--- src/rtl/wbsc_pkg.sv ---
package wbsc_pkg;

  // Geometry
  localparam int SETS        = 64;
  localparam int SLOTS       = 2 * SETS;
  localparam int SET_W       = $clog2(SETS);
  localparam int SECTOR_BITS = 24;
  localparam int SLOT_W      = 7;
  localparam int MODE_W      = 2;
  localparam int KIND_W      = 2;

  // Request modes
  typedef enum logic [MODE_W-1:0] {
    MODE_READ  = 2'd0,
    MODE_WRITE = 2'd1,
    MODE_FLUSH = 2'd2,
    MODE_NONE  = 2'd3
  } mode_t;

  // Result kinds
  typedef enum logic [KIND_W-1:0] {
    KIND_WBACK = 2'd0,
    KIND_FILL  = 2'd1,
    KIND_DONE  = 2'd2
  } kind_t;

  // Controller states
  typedef enum logic [2:0] {
    ST_IDLE,
    ST_LOOKUP,
    ST_WBACK,
    ST_FILL,
    ST_DONE
  } state_t;

  // Controller to datapath
  typedef struct packed {
    logic  capture;
    logic  lookup;
    logic  emit;
    kind_t kind;
  } ctrl_cmd_t;

  // Datapath to controller
  typedef struct packed {
    logic need_wb;
    logic need_fill;
    logic fill_pending;
  } dp_status_t;

  // Per-set replacement and dirty bits, kept in RAM
  typedef struct packed {
    logic victim_way0;
    logic dirty1;
    logic dirty0;
  } set_meta_t;

endpackage

--- src/rtl/wbsc_ram.sv ---
module wbsc_ram #(
  parameter int WIDTH = 8,
  parameter int DEPTH = 16
) (
  input  logic                     clk,
  input  logic                     we,
  input  logic [$clog2(DEPTH)-1:0] waddr,
  input  logic [WIDTH-1:0]         wdata,
  input  logic                     re,
  input  logic [$clog2(DEPTH)-1:0] raddr,
  output logic [WIDTH-1:0]         rdata
);

  logic [WIDTH-1:0] mem [DEPTH];

  // One write port, one registered read port
  always_ff @(posedge clk) begin
    if (we) begin
      mem[waddr] <= wdata;
    end
    if (re) begin
      rdata <= mem[raddr];
    end
  end

endmodule

--- src/rtl/wbsc_datapath.sv ---
module wbsc_datapath (
  input  logic                            clk,
  input  logic                            rst,
  input  wbsc_pkg::ctrl_cmd_t             cmd,
  output wbsc_pkg::dp_status_t            status,
  input  logic [wbsc_pkg::MODE_W-1:0]     mode,
  input  logic [wbsc_pkg::SECTOR_BITS-1:0] sector,
  input  logic [wbsc_pkg::SLOT_W-1:0]     flush_slot,
  output logic                            strobe,
  output logic [wbsc_pkg::KIND_W-1:0]     kind,
  output logic [wbsc_pkg::SECTOR_BITS-1:0] disk_sector,
  output logic [wbsc_pkg::SLOT_W-1:0]     slot,
  output logic                            hit,
  output logic                            last
);
  import wbsc_pkg::*;

  // Captured request
  mode_t                  req_mode;
  logic [SECTOR_BITS-1:0] req_sector;
  logic [SLOT_W-1:0]      req_fslot;

  // Per-slot valid bits
  logic [SETS-1:0] valid0, valid1;

  // Tag and set state RAM ports
  logic [SET_W-1:0]       rd_set;
  logic [SECTOR_BITS-1:0] tag0, tag1;
  logic                   we0, we1;
  set_meta_t              meta_rd, meta_next;

  // Lookup outcome
  logic [SET_W-1:0]       set_idx;
  logic                   v0, v1, d0, d1, h0, h1, vic0;
  logic                   fl_in_range, fl_way;
  logic                   lk_way, lk_hit, lk_wb, lk_fill, lk_done_hit;
  logic [SECTOR_BITS-1:0] lk_wb_tag, lk_done_sector;
  logic [SLOT_W-1:0]      lk_slot;

  // Held results
  logic [SLOT_W-1:0]      slot_q;
  logic [SECTOR_BITS-1:0] wb_tag_q, done_sector_q;
  logic                   done_hit_q, fill_pending;

  // Read address comes straight from the request ports on accept
  assign rd_set = (mode_t'(mode) == MODE_FLUSH) ? flush_slot[SET_W-1:0]
                                                : sector[SET_W-1:0];

  wbsc_ram #(.WIDTH(SECTOR_BITS), .DEPTH(SETS)) u_tag0 (
    .clk   (clk),
    .we    (we0),
    .waddr (set_idx),
    .wdata (req_sector),
    .re    (cmd.capture),
    .raddr (rd_set),
    .rdata (tag0)
  );

  wbsc_ram #(.WIDTH(SECTOR_BITS), .DEPTH(SETS)) u_tag1 (
    .clk   (clk),
    .we    (we1),
    .waddr (set_idx),
    .wdata (req_sector),
    .re    (cmd.capture),
    .raddr (rd_set),
    .rdata (tag1)
  );

  // Dirty and replacement bits: read on accept, written back in lookup
  wbsc_ram #(.WIDTH($bits(set_meta_t)), .DEPTH(SETS)) u_meta (
    .clk   (clk),
    .we    (cmd.lookup),
    .waddr (set_idx),
    .wdata (meta_next),
    .re    (cmd.capture),
    .raddr (rd_set),
    .rdata (meta_rd)
  );

  // Request capture
  always_ff @(posedge clk) begin
    if (cmd.capture) begin
      req_mode   <= mode_t'(mode);
      req_sector <= sector;
      req_fslot  <= flush_slot;
    end
  end

  // Tag compare and victim choice
  assign set_idx     = (req_mode == MODE_FLUSH) ? req_fslot[SET_W-1:0]
                                                : req_sector[SET_W-1:0];
  assign v0          = valid0[set_idx];
  assign v1          = valid1[set_idx];
  // dirty bits only count for valid slots
  assign d0          = meta_rd.dirty0;
  assign d1          = meta_rd.dirty1;
  // a set never accessed since reset has no valid way and evicts way 0
  assign vic0        = (v0 || v1) ? meta_rd.victim_way0 : 1'b1;
  assign h0          = v0 && (tag0 == req_sector);
  assign h1          = v1 && (tag1 == req_sector);
  assign fl_in_range = 32'(req_fslot) < 32'(SLOTS);
  assign fl_way      = 32'(req_fslot) >= 32'(SETS);

  always_comb begin
    lk_way         = 1'b0;
    lk_hit         = 1'b0;
    lk_wb          = 1'b0;
    lk_fill        = 1'b0;
    lk_done_hit    = 1'b0;
    lk_wb_tag      = tag0;
    lk_done_sector = req_sector;
    lk_slot        = '0;
    case (req_mode)
      MODE_READ, MODE_WRITE: begin
        if (h0 || h1) begin
          lk_way = !h0;
          lk_hit = 1'b1;
        end else begin
          lk_way  = !vic0;
          lk_wb   = lk_way ? (v1 && d1) : (v0 && d0);
          lk_fill = (req_mode == MODE_READ);
        end
        lk_wb_tag   = lk_way ? tag1 : tag0;
        lk_done_hit = lk_hit;
        lk_slot     = SLOT_W'({lk_way, set_idx});
      end
      MODE_FLUSH: begin
        lk_slot        = req_fslot;
        lk_done_sector = '0;
        if (fl_in_range) begin
          lk_way         = fl_way;
          lk_wb          = fl_way ? (v1 && d1) : (v0 && d0);
          lk_wb_tag      = fl_way ? tag1 : tag0;
          lk_done_hit    = fl_way ? v1 : v0;
          lk_done_sector = lk_done_hit ? lk_wb_tag : '0;
        end
      end
      default: begin
      end
    endcase
  end

  // Tag writes on a read or write miss
  assign we0 = cmd.lookup && (req_mode == MODE_READ || req_mode == MODE_WRITE)
               && !lk_hit && !lk_way;
  assign we1 = cmd.lookup && (req_mode == MODE_READ || req_mode == MODE_WRITE)
               && !lk_hit && lk_way;

  // Next dirty and replacement bits of the looked-up set
  always_comb begin
    meta_next             = meta_rd;
    meta_next.victim_way0 = vic0;
    case (req_mode)
      MODE_READ, MODE_WRITE: begin
        if (lk_hit) begin
          if (req_mode == MODE_WRITE) begin
            if (lk_way) meta_next.dirty1 = 1'b1;
            else        meta_next.dirty0 = 1'b1;
          end
        end else if (lk_way) begin
          meta_next.dirty1 = (req_mode == MODE_WRITE);
        end else begin
          meta_next.dirty0 = (req_mode == MODE_WRITE);
        end
        // way 1 just used means way 0 goes next
        meta_next.victim_way0 = lk_way;
      end
      MODE_FLUSH: begin
        if (fl_in_range && lk_wb) begin
          if (lk_way) meta_next.dirty1 = 1'b0;
          else        meta_next.dirty0 = 1'b0;
        end
      end
      default: begin
      end
    endcase
  end

  // Valid bits
  always_ff @(posedge clk) begin
    if (rst) begin
      valid0 <= '0;
      valid1 <= '0;
    end else begin
      if (we0) valid0[set_idx] <= 1'b1;
      if (we1) valid1[set_idx] <= 1'b1;
    end
  end

  // Hold lookup results for the emit states
  always_ff @(posedge clk) begin
    if (cmd.lookup) begin
      slot_q        <= lk_slot;
      wb_tag_q      <= lk_wb_tag;
      done_sector_q <= lk_done_sector;
      done_hit_q    <= lk_done_hit;
    end
  end

  always_ff @(posedge clk) begin
    if (rst) begin
      fill_pending <= 1'b0;
    end else if (cmd.lookup) begin
      fill_pending <= lk_fill;
    end
  end

  assign status.need_wb      = lk_wb;
  assign status.need_fill    = lk_fill;
  assign status.fill_pending = fill_pending;

  // Result register
  always_ff @(posedge clk) begin
    if (rst) begin
      strobe <= 1'b0;
    end else begin
      strobe <= cmd.emit;
    end
  end

  always_ff @(posedge clk) begin
    if (cmd.emit) begin
      kind <= cmd.kind;
      slot <= slot_q;
      case (cmd.kind)
        KIND_WBACK: begin
          disk_sector <= wb_tag_q;
          hit         <= 1'b0;
          last        <= 1'b0;
        end
        KIND_FILL: begin
          disk_sector <= req_sector;
          hit         <= 1'b0;
          last        <= 1'b0;
        end
        default: begin
          disk_sector <= done_sector_q;
          hit         <= done_hit_q;
          last        <= 1'b1;
        end
      endcase
    end
  end

endmodule

--- src/rtl/wbsc_ctrl.sv ---
module wbsc_ctrl (
  input  logic                 clk,
  input  logic                 rst,
  input  logic                 start,
  output logic                 busy,
  input  wbsc_pkg::dp_status_t status,
  output wbsc_pkg::ctrl_cmd_t  cmd
);
  import wbsc_pkg::*;

  state_t state, state_next;

  // State register
  always_ff @(posedge clk) begin
    if (rst) begin
      state <= ST_IDLE;
    end else begin
      state <= state_next;
    end
  end

  // Next state and commands
  always_comb begin
    state_next  = state;
    cmd.capture = 1'b0;
    cmd.lookup  = 1'b0;
    cmd.emit    = 1'b0;
    cmd.kind    = KIND_DONE;
    busy        = (state != ST_IDLE);
    unique case (state)
      ST_IDLE: begin
        if (start) begin
          cmd.capture = 1'b1;
          state_next  = ST_LOOKUP;
        end
      end
      ST_LOOKUP: begin
        cmd.lookup = 1'b1;
        if (status.need_wb)        state_next = ST_WBACK;
        else if (status.need_fill) state_next = ST_FILL;
        else                       state_next = ST_DONE;
      end
      ST_WBACK: begin
        cmd.emit   = 1'b1;
        cmd.kind   = KIND_WBACK;
        state_next = status.fill_pending ? ST_FILL : ST_DONE;
      end
      ST_FILL: begin
        cmd.emit   = 1'b1;
        cmd.kind   = KIND_FILL;
        state_next = ST_DONE;
      end
      ST_DONE: begin
        cmd.emit   = 1'b1;
        cmd.kind   = KIND_DONE;
        state_next = ST_IDLE;
      end
      default: begin
        state_next = ST_IDLE;
      end
    endcase
  end

endmodule

--- src/rtl/two_way_writeback_sector_cache_ctrl.sv ---
// Tag controller for a two-way set-associative write-back sector cache.
// Request channel: mode, sector and flush_slot are taken at a rising edge
// with start high and busy low. busy stays high until the request is done.
// Result channel: each result shows on kind, disk_sector, slot, hit and last
// for exactly one cycle with strobe high. A request yields an optional write
// back of a dirty victim or flushed slot, an optional fill (read miss), then
// a completion with last set. The receiver has no way to hold results off.
// Timing: the tag and set state memories are read on accept, compared and
// updated in the next cycle, then each result takes its own state. The next
// request may be accepted in the cycle its completion appears on the result
// ports. The accept, the lookup and one state per result set this pace.
// Reset (rst, synchronous) clears every valid bit. Dirty bits count only for
// valid slots and a set with no valid way evicts way 0 first, so tag and set
// state memories keep their contents and no clearing pass is needed.
module two_way_writeback_sector_cache_ctrl (
  input  logic                             clk,
  input  logic                             rst,
  input  logic                             start,
  output logic                             busy,
  input  logic [wbsc_pkg::MODE_W-1:0]      mode,
  input  logic [wbsc_pkg::SECTOR_BITS-1:0] sector,
  input  logic [wbsc_pkg::SLOT_W-1:0]      flush_slot,
  output logic                             strobe,
  output logic [wbsc_pkg::KIND_W-1:0]      kind,
  output logic [wbsc_pkg::SECTOR_BITS-1:0] disk_sector,
  output logic [wbsc_pkg::SLOT_W-1:0]      slot,
  output logic                             hit,
  output logic                             last
);
  import wbsc_pkg::*;

  ctrl_cmd_t  cmd;
  dp_status_t status;

  wbsc_ctrl u_ctrl (
    .clk    (clk),
    .rst    (rst),
    .start  (start),
    .busy   (busy),
    .status (status),
    .cmd    (cmd)
  );

  wbsc_datapath u_datapath (
    .clk         (clk),
    .rst         (rst),
    .cmd         (cmd),
    .status      (status),
    .mode        (mode),
    .sector      (sector),
    .flush_slot  (flush_slot),
    .strobe      (strobe),
    .kind        (kind),
    .disk_sector (disk_sector),
    .slot        (slot),
    .hit         (hit),
    .last        (last)
  );

endmodule
--- config.mk ---
export PLATFORM = sky130hd
export DESIGN_NAME = two_way_writeback_sector_cache_ctrl
export DESIGN_NICKNAME = d
export VERILOG_FILES = /design/src/rtl/wbsc_pkg.sv /design/src/rtl/wbsc_ram.sv /design/src/rtl/wbsc_datapath.sv /design/src/rtl/wbsc_ctrl.sv /design/src/rtl/two_way_writeback_sector_cache_ctrl.sv
export SDC_FILE = /design/constraint.sdc
export NUM_CORES = 2
export LEC_CHECK = 0
export ABC_AREA = 1
export BUFFER_PORTS_ARGS = -buffer_cell sky130_fd_sc_hd__buf_2
export CORE_MARGIN = 2
export CORE_UTILIZATION = 30
export CTS_CLUSTER_SIZE = 16
export DETAILED_ROUTE_END_ITERATION = 10
export PLACE_DENSITY = 0.45
export SYNTH_ARGS = -nofsm -noshare
export SYNTH_HDL_FRONTEND = slang
export SYNTH_HIERARCHICAL = 1
export SYNTH_SLANG_ARGS = --single-unit
--- constraint.sdc ---
create_clock -name clk -period 7.1 [get_ports clk]
set_input_delay 0.71 -clock clk [delete_from_list [all_inputs] [get_ports clk]]
set_output_delay 0.71 -clock clk [all_outputs]
set_load 0.02 [all_outputs]
==> flow_metrics.tcl <==
set metrics [dict create \
    status "complete, no violations" \
    dr.first_iter.drc_count 11000 \
    cts-root-buf "clkbuf_16" \
    synthDistinctLibCells 42 \
    area_delta_synth_final_pct 13.4 \
    crit_required_ns 7.67 \
    wl_per_cell_um 25.2 \
    hpwlAfterDp_um 283000 \
    grt_max_degree 222 \
    nFillCells 48700 \
    p_int_mw 36.5 \
    path_buf_inv 4 \
    fp.coreArea_mm2 0.489 \
    placed_cells 18800 \
    hold_buffers 28 \
    insertion_delay_ns 0.98 \
    drtAntennaViolNets 0 \
    p_leak_nw 58.3 \
    crit_chain "inv_2 > nand2_4 > nand2_2 > nand2_4 > buf_4 > nand2_1 > nand3_1 > nand4_1 > nand2_1 > nand2_1 > nor2_2 > nand3_1 > nand3_2 > nand2_2 > nor3_2 > buf_4 > nand4_1 > buf_4 > nor2_2" \
    seq_area_mm2 0.106 \
    cp_top_family "simple AND/OR/NAND/NOR gates" \
    postCtsSetupBuffers 0 \
    h-tree-depth 5 \
    rr_startpoint "u_datapath/req_mode[0]$_DFFE_PP_" \
    cap_viol_max_count 0 \
    ir_drop_v 0.000197 \
    finalCritPeriodShare_pct 80.0 \
    final_nets 12800 \
    gp_congestion 0.867 \
    ys_seq_elements 3572 \
    min_to "u_ctrl/state[0]$_SDFFE_PP0P_" \
    drv_slew 0 \
    skew_ns 0.0525 \
    syn_inst 12800 \
    antenna_found_initial 25 \
    cts_resized 0 \
    p_seq_share_pct 48.1 \
    powerDensity_mw_per_mm2 301 \
    grt_pass1_vias 92100 \
    grt_pass1_wl_um 698000 \
    synth.avg_cell_area_um2 11.5 \
    start_util_pct 30.1 \
    p_comb_share_pct 12.4 \
    critPathSlowestCell "nor2_2" \
    holdPathStages 5 \
    finalCriticalPeriod_ns 5.68 \
    setup_ws_ns 1.42 \
    hp-start "start" \
    io_buffer_count 72 \
    cp-end-kind "flop" \
    tightest_slew_ns 1.44 \
    fmax_mhz 176 \
    track_usage_pct 19.1 \
    switchingPower_mw 13.8 \
    p_sw_share_pct 27.4 \
    die_w_um 704 \
    clkPwrFrac_pct 39.5 \
    final_area_mm2 0.167 \
    syn_nets 12800 \
    max_slew_margin_pct 3.89 \
    r2r-end "u_datapath/u_tag0/mem[6][23]$_DFFE_PP_" \
    drc 0 \
    pre_cts_slack_ns 1.49 \
    yosys-top-cells-count "4445 x nand2_1, 3439 x edfxtp_1, 2932 x nand3_1" \
    rrSetupSlack_ns 1.42 \
    clockBufferDepth 4 \
    num_vias 98000 \
    yosysTopAreaCell "edfxtp_1" \
    hold_viol 0 \
    die_h_um 704 \
    placed_cell_area_mm2 0.154 \
    ys.flop_type "edfxtp_1" \
    clock_sinks 3572 \
    overflow 0 \
    cts_tree "built" \
    drt_wl_total_um 493000 \
    critPathArrivalTime_ns 6.25 \
    netlist_area_mm2 0.147 \
    via_per_inst 5.02 \
    critPathMaxStageDelay_ns 0.93 \
    synthTopCellsByArea "edfxtp_1 70%, nand2_1 11%, nand3_1 10%" \
    die_area_mm2 0.496 \
    ys.warnings.count 6 \
    synth_edf_count 3439 \
    row_count 257 \
    cts_buffers 376 \
    multi_input_area_mm2 0.0363 \
    reg2reg_depth 19 \
    drt_first_pass_iters 8 \
    rsz0062_at_grt "false" \
    synth.most_common_cell "nand2_1" \
    critPathKind "reg -> reg" \
    clk_pin_slew_ns 0.06 \
    drive_above_1_share_pct 8.42 \
    startpoint_type "flop" \
    io_pins 73 \
    instances_no_fill 19500 \
    synthArstFlopShare_pct 0 \
    finalSetupViolCount 0 \
    worstHoldPathType "in -> reg" \
    final_util_pct 34.1 \
    crit_fanout 61 \
    synth_top_area_share_pct 70.2 \
    yosysSeqAreaShare_pct 72.0 \
]
worst max-delay path by stage:
stage                                        from  cells after the start  slack [ns]                                      end
6_report         u_datapath/req_mode[0]$_DFFE_PP_                     19        1.42   u_datapath/u_tag0/mem[6][23]$_DFFE_PP_
5_1_grt          u_datapath/req_mode[0]$_DFFE_PP_                     19        1.08    u_datapath/u_tag0/mem[4][4]$_DFFE_PP_
4_1_cts          u_datapath/req_mode[0]$_DFFE_PP_                     19        1.44  u_datapath/u_tag0/mem[20][11]$_DFFE_PP_
3_5_place_dp     u_datapath/req_mode[0]$_DFFE_PP_                     19        1.49  u_datapath/u_tag0/mem[20][13]$_DFFE_PP_
3_3_place_gp     u_datapath/req_mode[0]$_DFFE_PP_                     20        1.64  u_datapath/u_tag0/mem[20][10]$_DFFE_PP_
2_1_floorplan  u_datapath/req_sector[2]$_DFFE_PP_                     21       -0.27   u_datapath/u_tag1/mem[48][0]$_DFFE_PP_
metal layers:
| metal | up-vias | track usage, % | routed length (µm) | share of wire [%] |
|---|---|---|---|---|
| li1 | 44800 | - | - | - |
| met1 | 49300 | 27.5 | 221000 | 45 |
| met2 | 3296 | 30.1 | 227000 | 46 |
| met3 | 626 | 2.47 | 30100 | 6.1 |
| met4 | 8 | 5.63 | 15400 | 3.1 |
| met5 | - | 0 | 50 | 0.010 |
state kept, by name, summed over array words and instances (netlist names), 3 cells and up:
name	flops
u_datapath/u_tag0/mem	1536
u_datapath/u_tag1/mem	1536
u_datapath/u_meta/mem	192
u_datapath/valid0	64
u_datapath/valid1	64
u_datapath/disk_sector	24
u_datapath/done_sector_q	24
u_datapath/req_sector	24
u_datapath/u_tag0/rdata	24
u_datapath/u_tag1/rdata	24
u_datapath/wb_tag_q	24
u_datapath/req_fslot	7
u_datapath/slot	7
u_datapath/slot_q	7
u_ctrl/state	3
u_datapath/u_meta/rdata	3
cell families after synthesis:
logic type,after synthesis,share of synthesized area (%)
flip-flops,3572,72.0
buffers and inverters,1066,3.89
AO/OA/AOI/OAI,275,1.11
XOR/XNOR,31,0.184
multiplexers,6,0.0459
AND/OR/NAND/NOR,7829,22.8
power groups by stage:
stage	combinational [mW]	clock (mW)	sequential, mW
floorplan	3.02	0	24.9
global placement	6.23	0	24.6
detailed placement	6.22	0	24.6
CTS	6.24	20.3	24.2
global route	6.64	21.0	24.2
finish	6.20	19.9	24.2
final cells by class:
type	instances	area share, %
inverter	251	0.606
clock inverter	222	1.32
multi-input combinational	8141	21.7
tap	6475	4.85
antenna	15	0.0225
clock buffer	470	5.96
timing repair buffer	391	2.07
sequential	3572	63.4
layout by cell type (no fill, tap or decap), types with 5 or more instances in the layout:
cell and instances:
o211ai_1 44, o22ai_1 22, dlygate4sd3_1 28, nand3_1 2931
clkinvlp_4 11, clkinv_8 5, clkbuf_1 84, buf_2 71
nor2_2 88, xor2_1 18, nand2_2 16, nand3_2 5
nor4_2 8, mux2_8 5, nor2_4 36, o21ai_0 23
nor4_4 8, inv_1 225, nand4_1 105, dfxtp_1 133
a22oi_1 35, inv_6 8, clkinv_1 77, clkinv_2 74
nor2_1 164, xnor2_1 13, inv_16 6, bufinv_16 37
edfxtp_1 3439, o21ai_1 9, diode_2 15, nor4_1 12
clkbuf_16 384, nor3_1 6, a21oi_1 135, buf_12 50
nand2_1 4441, inv_2 16, buf_4 242
tightest hold or removal path: stages:
cell and delay, ns:
buf_2 0.07, inv_1 0.08, nand2_1 0.08, nand2_1 0.04, nor2_1 0.08
stage by stage:
step | hold WS, ns | power, mW | setup TNS (ns)
2_1_floorplan | 0.400 | 28.0 | -51.26
3_3_place_gp | 0.406 | 30.8 | 0
3_5_place_dp | 0.406 | 30.8 | 0
4_1_cts | 0.0506 | 50.7 | 0
5_1_grt | 0.121 | 51.8 | 0
6_report | 0.132 | 50.2 | 0
No activity file was read; power rests on OpenSTA's default activity.
